--- src/sv/set_associative_depth_replace_table_assert.svh ---
// Assertion macros shared by the position cache RTL.
// Each macro expects signals named clk and rst in the including module.
`ifndef SET_ASSOCIATIVE_DEPTH_REPLACE_TABLE_ASSERT_SVH
`define SET_ASSOCIATIVE_DEPTH_REPLACE_TABLE_ASSERT_SVH

// The consequent must hold in the same cycle as the antecedent.
`define SADRT_ASSERT_SAME(label, ante, cons, msg) \
  label: assert property (@(posedge clk) disable iff (rst) (ante) |-> (cons)) \
    else $error(msg);

// The consequent must hold in the cycle after the antecedent.
`define SADRT_ASSERT_NEXT(label, ante, cons, msg) \
  label: assert property (@(posedge clk) disable iff (rst) (ante) |=> (cons)) \
    else $error(msg);

`endif

--- src/sv/sadrt_pkg.sv ---
// Package for the set-associative position cache: types, codes and constants.
// Used by sadrt_match, sadrt_victim, the top level and the testbench; depends on nothing.
package sadrt_pkg;

  localparam int DEF_SET_BITS = 12;
  localparam int DEF_WAYS     = 4;
  localparam int WAY_IDX_MAX  = 4;
  localparam int KEY_W        = 64;

  localparam logic [15:0] LFSR_SEED = 16'hACE1;
  localparam logic [15:0] LFSR_TAPS = 16'hB400;

  localparam logic [1:0] MODE_PROBE = 2'd0;
  localparam logic [1:0] MODE_SAVE  = 2'd1;
  localparam logic [1:0] MODE_CLEAR = 2'd2;
  localparam logic [1:0] MODE_NOP   = 2'd3;

  typedef struct packed {
    logic [15:0]        move;
    logic [1:0]         kind;
    logic [7:0]         depth;
    logic signed [31:0] score;
  } payload_t;

  typedef struct packed {
    logic             valid;
    logic [KEY_W-1:0] tag;
    payload_t         payload;
  } entry_t;

  localparam int ENTRY_W = $bits(entry_t);

  typedef struct packed {
    logic                   hit;
    payload_t               hit_data;
    logic                   found;
    logic                   found_write;
    logic [WAY_IDX_MAX-1:0] found_way;
  } match_t;

  typedef enum logic [1:0] {
    ST_SWEEP,
    ST_IDLE,
    ST_LOOK
  } state_t;

  function automatic logic [15:0] lfsr_step(logic [15:0] s);
    logic [15:0] shifted;
    shifted = s >> 1;
    return s[0] ? (shifted ^ LFSR_TAPS) : shifted;
  endfunction

  // Residue of each bit weight 2**i modulo the way count.
  function automatic logic [15:0][WAY_IDX_MAX-1:0] bit_residues(int ways);
    logic [15:0][WAY_IDX_MAX-1:0] r;
    int p;
    p = (ways > 1) ? 1 : 0;
    for (int i = 0; i < 16; i++) begin
      r[i] = WAY_IDX_MAX'(p);
      p = p * 2;
      if (p >= ways) begin
        p = p - ways;
      end
    end
    return r;
  endfunction

  // Residue of every 8-bit value modulo the way count.
  function automatic logic [255:0][WAY_IDX_MAX-1:0] residue_table(int ways);
    logic [255:0][WAY_IDX_MAX-1:0] t;
    int r;
    r = 0;
    for (int i = 0; i < 256; i++) begin
      t[i] = WAY_IDX_MAX'(r);
      r = r + 1;
      if (r >= ways) begin
        r = 0;
      end
    end
    return t;
  endfunction

endpackage

--- src/sv/sadrt_victim.sv ---
// Galois LFSR that picks the replacement way, with its residue precomputed.
// Depends on sadrt_pkg.
module sadrt_victim #(
  parameter int WAYS = sadrt_pkg::DEF_WAYS,
  localparam int WAY_BITS = (WAYS > 1) ? $clog2(WAYS) : 1
) (
  input  logic                clk,
  input  logic                rst,
  input  logic                advance,
  output logic [WAY_BITS-1:0] victim
);

  localparam logic [15:0][sadrt_pkg::WAY_IDX_MAX-1:0] WEIGHTS =
    sadrt_pkg::bit_residues(WAYS);
  localparam logic [255:0][sadrt_pkg::WAY_IDX_MAX-1:0] RESIDUES =
    sadrt_pkg::residue_table(WAYS);

  logic [15:0] lfsr;
  logic [15:0] lfsr_adv;
  logic [7:0]  weight_sum;

  assign lfsr_adv = sadrt_pkg::lfsr_step(lfsr);

  always_comb begin
    weight_sum = '0;
    for (int i = 0; i < 16; i++) begin
      if (lfsr_adv[i]) begin
        weight_sum = weight_sum + 8'(WEIGHTS[i]);
      end
    end
  end

  always_ff @(posedge clk) begin
    if (rst) begin
      lfsr <= sadrt_pkg::LFSR_SEED;
    end else if (advance) begin
      lfsr <= lfsr_adv;
    end
  end

  // The residue of the next LFSR value is registered from the LFSR register after each step.
  always_ff @(posedge clk) begin
    victim <= WAY_BITS'(RESIDUES[weight_sum]);
  end

endmodule

--- config.mk ---
export PLATFORM = sky130hd
export DESIGN_NAME = sadrt_victim
export DESIGN_NICKNAME = d
export VERILOG_FILES = /design/src/sv/set_associative_depth_replace_table_assert.svh /design/src/sv/sadrt_pkg.sv /design/src/sv/sadrt_victim.sv
export SDC_FILE = /design/constraint.sdc
export NUM_CORES = 1
export LEC_CHECK = 0
export ABC_AREA = 1
export BUFFER_PORTS_ARGS = -buffer_cell sky130_fd_sc_hd__buf_2
export CORE_UTILIZATION = 49
export CTS_CLUSTER_DIAMETER = 60
export DETAILED_ROUTE_END_ITERATION = 8
export GPL_TIMING_DRIVEN = 0
export PLACE_DENSITY = 0.69
export RECOVER_POWER = 100
export SLEW_MARGIN = 40
export SYNTH_ARGS = -nofsm -noshare
export SYNTH_HDL_FRONTEND = slang
export SYNTH_SLANG_ARGS = --single-unit
export TNS_END_PERCENT = 30
--- constraint.sdc ---
create_clock -name clk -period 0.8 [get_ports clk]
set_clock_uncertainty 0.05 [all_clocks]
set_input_delay 0.04 -clock clk [delete_from_list [all_inputs] [get_ports clk]]
set_output_delay 0.04 -clock clk [all_outputs]
set_load 0.01 [all_outputs]
==> metrics <==
Die Y 38.9 um; Initial Utilization 56.1%; WHS Path Cells 4; Power Density 2280 nW/um2; Setup CP Type input port to register; GRT Total Usage 17.3%; Synth area leaders dfxtp_1 (54%), nand2_1 (11%), nor2_1 (7.9%), buf_6 (6.8%), o21ai_0 (5.3%); Synth area leader dfxtp_1; most common cell after layout, fill and taps aside nand2_1; maximum VDD drop 1.26 mV; CTS H-Tree Depth 1; IO Port Bufs 3; violated checks negative setup slack; number of hold violations in the final report 0; CP Max Fanout 3; hold_sp rst; R2R depth 5; WL per Instance 9.79 um; Clk Latency, worst-skew pair 0.29 ns; clock root buffer clkbuf_4; crit path capture type register; max-cap violation count 0; DIE WIDTH 38.9 um; Reg2Reg Setup Slack -0.01 ns; fin crit period 0.819 ns; Setup Fix Bufs, Post-CTS 0; Mean Syn Cell Area 8.12 um2; pre-CTS setup slack -0.0887 ns; IO Count 5; unrepaired setup endpoints after global routing true; status finished with violations; core area 1190 um2; hold worst-path end lfsr[14]; DR pass1 iterations 4; largest net degree at the start of global routing 11; Synth top area share 54.1%; synthesized instance count 82; Seq/Total Area, Yosys 54.1%; global route overflow 0; initial antenna violation count 0; # diodes 0; Power Total 1.73 mW; TritonCTS clock tree yes; final setup TNS -0.0587 ns; post-synthesis cell type count 13; Final Setup Violations 7; Std-Cell Rows 12; final period utilization 102%; Routed WL 1.03 mm; post-synthesis cell area 666 um2; Worst R2R End lfsr[12]; Worst-path clk slew 0.10 ns; max-slew violation count 0; Rel. slew slack 89.2%; arrival time of the worst setup path 0.96 ns; Final #Nets 95; net count after synthesis 85; vias in the first global route 415; Ys Warns 0; Initial DRC Count 15; total number of vias 513; Hold WC Path Type input port to register; DR DRC count 0; WP data required 0.94 ns; Final Non-Filler Cells 105; synthesis-to-layout area growth 13.5%; share of cells above drive strength 1 17.6%; critical path startpoint category input port; commonest cells after routing, fill and taps aside nand2_1 (20), dfxtp_1 (17), nor2_1 (14), o21ai_0 (7); Via density 4.89; Max clock buf depth 2; worst slew pin tran 0.161 ns; Leak 0.367 nW; #FFs+latches synth 18; slack of the critical path -0.0193 ns; clock sinks 18; launching point of the worst reg2reg path lfsr[0]; # placed instances 99; Max Clk Rate 1220 MHz; Routed Antenna Nets 0; CTS buffer count 3; Final HPWL DP 698 um; first-pass GRT wire length 1.68 mm; die footprint 1510 um2; GPL Wtd Cong 0.658
-- layer usage --
| layer | vias up | share of wire, % | global-route usage (%) |
|---|---|---|---|
| li1 | 278 | - | - |
| met1 | 226 | 56 | 22.3 |
| met2 | 7 | 41 | 23.8 |
| met3 | 2 | 2.4 | 3.47 |
| met4 | 0 | 0.97 | 15.5 |
| met5 | - | 0 | 0 |
-- timing repair --
item | in CTS | in global routing
hold endpoints to repair | 4 | 3
gates resized for setup | 2 | 0
endpoints found under the setup margin | 6 | 5
-- cell type report --
type | count | area, um2
buffer | 4 | 45.0
timing repair buffer | 5 | 35.0
multi-input combinational | 53 | 229
inverter | 7 | 31.3
clock buffer | 4 | 36.3
tap | 14 | 17.5
sequential | 18 | 362
fill | 108 | 430
-- cell families after synthesis --
family          share of synthesized area [%]
simple gates                             22.2
flops                                    54.1
compound gates                           12.2
buf+inv                                  11.5
-- how the worst max path moves through the flow --
| stage | endpoint | slack [ns] | cells after the start | from |
|---|---|---|---|---|
| after floorplan | lfsr[12] | 0.03 | 5 | lfsr[0] |
| after global placement | lfsr[12] | -0.05 | 5 | lfsr[0] |
| after detailed placement | lfsr[12] | -0.09 | 5 | lfsr[0] |
| after CTS | victim[0] | -0.03 | 1 | victim[0] |
| after global routing | victim[0] | -0.07 | 1 | victim[0] |
| final | lfsr[10] | -0.02 | 4 | rst |
-- cell usage after synthesis --
cell type and number:
nand2_1 20, inv_6 1, a21oi_1 4, buf_6 4, o21ai_0 7, inv_1 5
o21ai_1 2, nand3_1 4, o211ai_1 1, nor2_1 14, dfxtp_1 18, a21oi_2 1
inv_2 1
-- critical path, cell delays in order --
cell	delay [ns]
buf_2	0.12
dlygate4sd3_1	0.61
a21oi_1	0.13
nand2_1	0.06
-- where the power goes --
group	total [mW]	switching [mW]	leakage [nW]	internal [mW]
combinational	0.183	0.101	0.196	0.0816
clock	0.544	0.267	0.0210	0.277
sequential	0.998	0.0347	0.150	0.963
-- sequential cells by signal (all words and copies together) (netlist names) --
signal	cells
lfsr	16
victim	2
-- stage by stage --
step / hold slack (ns) / instance area [um2] / util [%]
global placement: 0.277 / 698 / 58.9
floorplan: 0.0855 / 666 / -
global route: 0.00831 / 756 / 63.7
finish: 0.00349 / 756 / 63.7
detailed placement: 0.280 / 698 / 58.9
CTS: -0.0384 / 736 / 62.0
Power figures use the tool's default switching activity.
