## src/sv/set_associative_depth_replace_table_assert.svh

```systemverilog
// Assertion macros shared by the position cache RTL.
// Each macro expects signals named clk and rst in the including module.
`ifndef SET_ASSOCIATIVE_DEPTH_REPLACE_TABLE_ASSERT_SVH
`define SET_ASSOCIATIVE_DEPTH_REPLACE_TABLE_ASSERT_SVH

// The consequent must hold in the same cycle as the antecedent.
`define SADRT_ASSERT_SAME(label, ante, cons, msg) \
  label: assert property (@(posedge clk) disable iff (rst) (ante) |-> (cons)) \
    else $error(msg);

// The consequent must hold in the cycle after the antecedent.
`define SADRT_ASSERT_NEXT(label, ante, cons, msg) \
  label: assert property (@(posedge clk) disable iff (rst) (ante) |=> (cons)) \
    else $error(msg);

`endif

```

## src/sv/sadrt_pkg.sv

```systemverilog
// Package for the set-associative position cache: types, codes and constants.
// Used by sadrt_match, sadrt_victim, the top level and the testbench; depends on nothing.
package sadrt_pkg;

  localparam int DEF_SET_BITS = 12;
  localparam int DEF_WAYS     = 4;
  localparam int WAY_IDX_MAX  = 4;
  localparam int KEY_W        = 64;

  localparam logic [15:0] LFSR_SEED = 16'hACE1;
  localparam logic [15:0] LFSR_TAPS = 16'hB400;

  localparam logic [1:0] MODE_PROBE = 2'd0;
  localparam logic [1:0] MODE_SAVE  = 2'd1;
  localparam logic [1:0] MODE_CLEAR = 2'd2;
  localparam logic [1:0] MODE_NOP   = 2'd3;

  typedef struct packed {
    logic [15:0]        move;
    logic [1:0]         kind;
    logic [7:0]         depth;
    logic signed [31:0] score;
  } payload_t;

  typedef struct packed {
    logic             valid;
    logic [KEY_W-1:0] tag;
    payload_t         payload;
  } entry_t;

  localparam int ENTRY_W = $bits(entry_t);

  typedef struct packed {
    logic                   hit;
    payload_t               hit_data;
    logic                   found;
    logic                   found_write;
    logic [WAY_IDX_MAX-1:0] found_way;
  } match_t;

  typedef enum logic [1:0] {
    ST_SWEEP,
    ST_IDLE,
    ST_LOOK
  } state_t;

  function automatic logic [15:0] lfsr_step(logic [15:0] s);
    logic [15:0] shifted;
    shifted = s >> 1;
    return s[0] ? (shifted ^ LFSR_TAPS) : shifted;
  endfunction

  // Residue of each bit weight 2**i modulo the way count.
  function automatic logic [15:0][WAY_IDX_MAX-1:0] bit_residues(int ways);
    logic [15:0][WAY_IDX_MAX-1:0] r;
    int p;
    p = (ways > 1) ? 1 : 0;
    for (int i = 0; i < 16; i++) begin
      r[i] = WAY_IDX_MAX'(p);
      p = p * 2;
      if (p >= ways) begin
        p = p - ways;
      end
    end
    return r;
  endfunction

  // Residue of every 8-bit value modulo the way count.
  function automatic logic [255:0][WAY_IDX_MAX-1:0] residue_table(int ways);
    logic [255:0][WAY_IDX_MAX-1:0] t;
    int r;
    r = 0;
    for (int i = 0; i < 256; i++) begin
      t[i] = WAY_IDX_MAX'(r);
      r = r + 1;
      if (r >= ways) begin
        r = 0;
      end
    end
    return t;
  endfunction

endpackage

```

## src/sv/sadrt_match.sv

```systemverilog
// Way comparison for one set row: probe hit and save placement.
// Depends on sadrt_pkg.
module sadrt_match #(
  parameter int WAYS = sadrt_pkg::DEF_WAYS
) (
  input  sadrt_pkg::entry_t [WAYS-1:0]       row,
  input  logic [sadrt_pkg::KEY_W-1:0]        key,
  input  logic [7:0]                         depth,
  output sadrt_pkg::match_t                  result
);

  logic [WAYS-1:0] key_hit;
  logic [WAYS-1:0] placeable;

  always_comb begin
    for (int w = 0; w < WAYS; w++) begin
      key_hit[w]   = row[w].valid && (row[w].tag == key);
      placeable[w] = !row[w].valid || (row[w].tag == key);
    end
  end

  always_comb begin
    result = '0;
    for (int w = WAYS - 1; w >= 0; w--) begin
      if (key_hit[w]) begin
        result.hit      = 1'b1;
        result.hit_data = row[w].payload;
      end
      if (placeable[w]) begin
        result.found       = 1'b1;
        result.found_way   = sadrt_pkg::WAY_IDX_MAX'(w);
        result.found_write = !row[w].valid || (row[w].payload.depth < depth);
      end
    end
  end

endmodule

```

## config.mk

```make
export PLATFORM = sky130hd
export DESIGN_NAME = sadrt_match
export DESIGN_NICKNAME = d
export VERILOG_FILES = /design/src/sv/set_associative_depth_replace_table_assert.svh /design/src/sv/sadrt_pkg.sv /design/src/sv/sadrt_match.sv
export SDC_FILE = /design/constraint.sdc
export NUM_CORES = 1
export LEC_CHECK = 0
export BUFFER_PORTS_ARGS = -buffer_cell sky130_fd_sc_hd__buf_2
export CAP_MARGIN = 5
export CORE_AREA = 2 2 246 248
export DETAILED_ROUTE_END_ITERATION = 7
export DIE_AREA = 0 0 248 250
export GPL_TIMING_DRIVEN = 0
export SETUP_SLACK_MARGIN = 0.2
export SLEW_MARGIN = 15
export SYNTH_ARGS = -nofsm -noshare
export SYNTH_HDL_FRONTEND = slang
export SYNTH_SLANG_ARGS = --single-unit
```

## constraint.sdc

```tcl
create_clock -name vclk -period 2.8
set_input_delay 0.56 -clock vclk [all_inputs]
set_output_delay 0.56 -clock vclk [all_outputs]
set_load 0.1 [all_outputs]
```

==> results of run 1 <==
[critical path, delay by kind of cell]
family | cells | cell delay (ps)
AND/OR/NAND/NOR | 3 | 1040
buffers and inverters | 5 | 870
AO/OA/AOI/OAI | 3 | 410
XOR/XNOR | 1 | 180
multiplexers | 1 | 100
[cells by family after synthesis]
logic type | share of synthesized area (%)
AO/OA/AOI/OAI | 19.4
XOR/XNOR | 39.8
adder cells (fa/ha/maj) | 6.23
buffers and inverters | 7.54
multiplexers | 10.3
other | 0.0666
AND/OR/NAND/NOR | 16.7
[through the flow]
stage / hold WS, ps / setup TNS [ps] / setup slack [ps] / area (um2) / power, W
6_report: 1510 / -54860 / -953 / 13700 / 0.00136
5_1_grt: 1520 / -59780 / -1020 / 13700 / 0.00146
4_1_cts: 1510 / -59070 / -1040 / 13100 / 0.00131
3_5_place_dp: 1640 / -192440 / -3390 / 10700 / 0.00120
3_3_place_gp: 1640 / -188550 / -3300 / 10700 / 0.00119
2_1_floorplan: 1350 / -27860 / -553 / 6570 / 0.000455
[power by group]
part	internal (W)	total, W	switching (W)
combinational	0.000646	0.00136	0.000712
clock	0.000000000625	0.000000000625	0
sequential	0	0	0
total	0.000646	0.00136	0.000712
[path summary, 6_finish.rpt]
kind / slack [ps] / to / startpoint
hold / removal: 1510 / result[9] / row[3]
setup / recovery: -950 / result[51] / key[58]
[layout by cell type, fill, tap and decap left out, drive strengths merged, types with 2 or more instances in the layout]
cell | netlist | routed
a21o | 4 | 4
a21oi | 9 | 9
a31oi | 2 | 2
buf | 17 | 668
clkbuf | 15 | 15
conb | 1 | 2
diode | 0 | 13
ha | 28 | 28
inv | 69 | 69
mux2i | 58 | 58
nand2 | 63 | 63
nand2b | 4 | 4
nand3 | 3 | 3
nand4 | 57 | 57
nor2 | 7 | 7
nor2b | 2 | 2
nor4 | 31 | 31
o211ai | 2 | 2
o21ai | 65 | 65
o2bb2ai | 58 | 58
or2 | 2 | 2
xnor2 | 192 | 192
xor2 | 64 | 64
[per-layer routing]
metal	global-route usage [%]	vias up
met2	30.2	563
li1	-	4009
met4	7.08	8
met3	2.26	120
met1	16.9	4095
met5	0	-
[layout make-up]
type	instances	share of cell area, %
well taps	782	7.12
diodes	13	0.237
plain buffers	32	2.87
repair buffers	651	33.3
inverters	69	1.88
multi-input cells	662	54.5
[what timing repair did]
| action | CTS | global route |
|---|---|---|
| buffers inserted | 15 | 4 |
| resized for setup | 470 | 95 |
| gates cloned | 3 | 2 |
| pin swaps | 77 | 46 |
| endpoints found under the setup margin | 63 | 63 |
==> metrics, run 1 <==
Final period util 134%; final worst slack -953 ps; DRT met1 WL 18,900 um; met2 wire length 27,000 um; Final min period 3750 ps; most used cell, CP buf_12; Die X 248 um; final core occ 23.1%; metal3 WL 3750 um; port bufs 627; Mapped Cells 762; core box area 59,600 um2; multi-input logic area 7500 um2; gr usage total 15.8%; DR vias/cell 3.98; largest net degree at the start of global routing 11; CLK BUF 0; wire per inst 23.9 um; Final ANT Viol Nets 0; Yosys top cell by area xnor2_1; VDD IR max 0.0881 mV; commonest cells in the netlist xnor2_1, inv_1, xor2_1, nand2_1, mux2i_1; Synth Area per Inst 7.39 um2; Fin. Hold Viols 0; Worst Tran Pin Value 707 ps; max cap viols 0; FF+latch count 0; P&R area growth vs syn 144%; DRC violations left 0; most common cell in the netlist xnor2_1; Die Ht 250 um; hold buffers post-CTS 0; max_slew headroom 52.3%; sequential cell area 0 um2; leakage 5.65 nW; Crit. End Element primary output; num rows 90; DP HPWL 46,800 um; violated checks setup timing; global-route wire length before repair 67,800 um; WS Path Type in2out; remaining global-route overflow 0; DR pass1 iterations 5; P per Cell Area 98.8 nW/um2; Final setup viols 63; status finished with violations; Layout Cells excl Fill 2,209; HP Class in2out; placed cells 2,172; RSZ-0062 raised after global routing yes; routed vias 8,795; Starting Density 9.45%; total wire length 52,800 um; worst path cell trace clkbuf_4 -> xor2_1 -> nor4_1 -> nand4_1 -> nor4_4 -> buf_12 -> o211ai_4 -> buf_8 -> buf_12 -> o2bb2ai_4 -> mux2i_4 -> o21ai_4 -> buf_12; # IOs 629; Data arrival, critical path 3190 ps; Cells on Worst Hold Path 4; Slowest-stage cell, CP nor4_1; slowest stage delay, CP 420 ps; filler instances 6,461; sequential cell area fraction in the yosys report 0%; die area 62,000 um2; Synth Cell Area 5630 um2; Layout Nets 2,008; synth unique cells 38; share of layout cells above drive strength 1 64.2%; Required @ worst endpoint 2240 ps; vias in the first global route 8,998; Syn. warnings 0; cells taking the most area after synthesis xnor2_1, mux2i_1, xor2_1, nand4_1, ha_1; initial DRC count 413; Placer Congestion 0.975; initial antenna violation count 29; DR top layer met5; fin. max-slew vios 0; area share of the largest cell type after synthesis 29.9%; startpoint types primary input; Peak Freq 266 MHz; crit path max fanout 10
Power figures use the tool's default switching activity.
==> inputs of run 2 (changes only) <==
--- a/config.mk
+++ b/config.mk
@@ -5,11 +5,12 @@
 export SDC_FILE = /design/constraint.sdc
 export NUM_CORES = 1
 export LEC_CHECK = 0
+export ABC_AREA = 1
 export BUFFER_PORTS_ARGS = -buffer_cell sky130_fd_sc_hd__buf_2
 export CAP_MARGIN = 5
-export CORE_AREA = 2 2 246 248
+export CORE_AREA = 2 2 247 249
 export DETAILED_ROUTE_END_ITERATION = 7
-export DIE_AREA = 0 0 248 250
+export DIE_AREA = 0 0 249 251
 export GPL_TIMING_DRIVEN = 0
 export SETUP_SLACK_MARGIN = 0.2
 export SLEW_MARGIN = 15
==> run 2 against run 1 <==
Effect of this change:
- the flow still finishes with violations (setup timing)
- non-clock buffer count rose by 31
- synthesized cell count increased by 87%
- critical path depth is 3 higher
- cell area up 17%
- clock-buffer cell count stayed put
- routed wire length down 2.4%
- fmax grew 12%
- synthesized area increased by 23%
- critical endpoint is now result[8]
- largest cell class unchanged
- highest routed layer unchanged
==> metrics, run 2 <==
FF+latch count 0 (unchanged); sequential cell area fraction in the yosys report 0% (unchanged); Synth Cell Area 6940 um2 (+23%); HP Class in2out; core box area 59,800 um2 (+0.38%); Data arrival, critical path 2780 ps (-410 ps); Final ANT Viol Nets 0 (unchanged); DR vias/cell 3.95 (-0.84%); WS Path Type in2out; sequential cell area 0 um2 (unchanged); most frequent cells in the layout buf_2, nand2_1, nor2_1; Simple-Gate Fraction of Synth Area 53.3% (+37 points); Fin. Hold Viols 0 (unchanged); CLK BUF 0 (unchanged); VDD IR max 0.0598 mV (-32%); synth unique cells 33 (-13%); leakage 8.03 nW (+42%); cells taking the most area after synthesis nand2_1, nor2_1, xnor2_1, xor2_1, inv_1; P per Cell Area 84.4 nW/um2 (-15%); Mapped Cells 1,424 (+87%); Yosys top cell by area nand2_1; most common cell after layout, fill and taps aside buf_2; die area 62,500 um2 (+0.80%); main combinational cell family by area after synthesis simple AND/OR/NAND/NOR gates; P&R area growth vs syn 132%; status finished with violations; DR pass1 iterations 5 (unchanged); share of layout cells above drive strength 1 56.3% (-7.9 points); total wire length 51,500 um (-2.4%); Die Ht 251 um (+0.40%); Peak Freq 299 MHz (+12%); placed cells 2,811 (+29%); initial DRC count 526 (+27%); Hold Path End result[18]; Syn. warnings 0 (unchanged); RSZ-0062 raised after global routing yes; Cells on Worst Hold Path 4 (unchanged); vias in the first global route 11,000 (+22%); Final period util 119% (-15 points); # IOs 629 (unchanged); global-route wire length before repair 69,100 um (+1.9%); num rows 90 (unchanged); Synth Area in Compound Gates 6.85% (-13 points); Die X 249 um (+0.40%); area share of the largest cell type after synthesis 32.3% (+2.5 points); crit path max fanout 6 (-4); hold buffers post-CTS 0 (unchanged); routed vias 11,300 (+28%); Required @ worst endpoint 2240 ps (about the same); max cap viols 0 (unchanged); initial antenna violation count 23 (-21%); violated checks setup timing; pre-CTS setup slack -1780 ps (+1610 ps); Layout Cells excl Fill 2,856 (+29%); min-delay src row[12]; Starting Density 11.6% (+2.2 points); port bufs 604 (-3.7%); remaining global-route overflow 0 (unchanged); final worst slack -544 ps (+409 ps); Final setup viols 62 (-1.6%); most common cell in the netlist nand2_1; portion of netlist area occupied by mux cells 0% (-10 points); DRC violations left 0 (unchanged); gr usage total 15.0% (-0.86 points); Final min period 3340 ps (-409 ps); Placer Congestion 0.921 (-5.5%); Crit. End Element primary output; XOR/XNOR share of the synthesized area 22.8% (-17 points); final core occ 26.9% (+3.8 points); Synth Area per Inst 4.87 um2 (-34%); commonest cells in the netlist nand2_1, nor2_1, xnor2_1, inv_1, xor2_1; wire per inst 18.0 um (-25%); Layout Nets 2,666 (+33%); largest net degree at the start of global routing 11 (unchanged); fin. max-slew vios 0 (unchanged); DP HPWL 43,500 um (-6.9%); startpoint types primary input; post-synthesis adder-cell area fraction 5.05% (-1.2 points)
run 2: cell count changes after synthesis, sizes merged, moves of 36 or more:
cell     delta
buf        +36
o2bb2ai    -58
nor2      +237
inv        +53
nand2     +536
nand4      -38
xnor2      -94
mux2i      -58
run 2: logic make-up (layout without fill, tap and decap cells):
group / after synthesis / after routing
AO/OA/AOI/OAI: 90 / 90
other: 1 / 4
buffers and inverters: 190 / 837
AND/OR/NAND/NOR: 934 / 934
XOR/XNOR: 181 / 181
adder cells (fa/ha/maj): 28 / 28
run 2: how the worst max path moves through the flow:
stage / from / endpoint / slack [ps]
floorplan: key[6] / result[63] / -150
global placement: key[43] / result[48] / -1780
detailed placement: key[43] / result[48] / -1780
CTS: key[42] / result[26] / -690
global route: key[53] / result[46] / -650
finish: row[221] / result[8] / -540
run 2: area by class of cell:
class | instances | area [um2]
multi-input cells | 1235 | 8910
plain buffers | 67 | 936
inverters | 123 | 485
diodes | 2 | 5.00
repair buffers | 647 | 4770
well taps | 782 | 978
fillers | 6595 | 43700
run 2: metrics by stage:
stage / setup TNS [ps] / total power, W / hold slack (ps) / instance area (um2)
global placement: -88740 / 0.00122 / 1650 / 12800
detailed placement: -89030 / 0.00123 / 1650 / 12800
CTS: -39550 / 0.00130 / 1510 / 14600
global route: -36450 / 0.00150 / 1530 / 16100
floorplan: -184 / 0.000583 / 1350 / 8810
finish: -29220 / 0.00136 / 1510 / 16100
run 2: worst max-delay path, cell delays in order:
cell and delay (ps):
buf_6 100, xor2_2 170, nor2_2 130, nand2_1 70
nor2_2 160, nand4_1 280, nor2_4 240, nand3_4 90
buf_12 160, buf_12 130, buf_16 150, nor2_2 120
nor2_1 70, nand2_2 110, nand2_8 60, buf_12 160
run 2: metal layers:
metal | GRT usage [%] | share of wire (%) | routed length (um) | up-vias
li1 | - | - | - | 5623
met1 | 16.2 | 37 | 19200 | 5019
met2 | 28.1 | 51 | 26300 | 504
met3 | 4.37 | 8.1 | 4150 | 98
met4 | 4.31 | 3.3 | 1690 | 32
met5 | 0 | 0.40 | 208 | -
run 2: power by group:
| part | total, W | internal [W] | leakage [nW] | switching [W] |
|---|---|---|---|---|
| clock network | 0.0000000000958 | 0.0000000000958 | 0.0000127 | 0 |
| registers | 0 | 0 | 0 | 0 |
| logic | 0.00136 | 0.000656 | 8.03 | 0.000701 |
| total | 0.00136 | 0.000656 | 8.03 | 0.000701 |
run 2: timing repair:
item                       4_1_cts  5_1_grt
buffers inserted                18       10
setup endpoints to repair       63       63
gates resized for setup        399      303
gates cloned                     6        9
pin swaps                       76      105
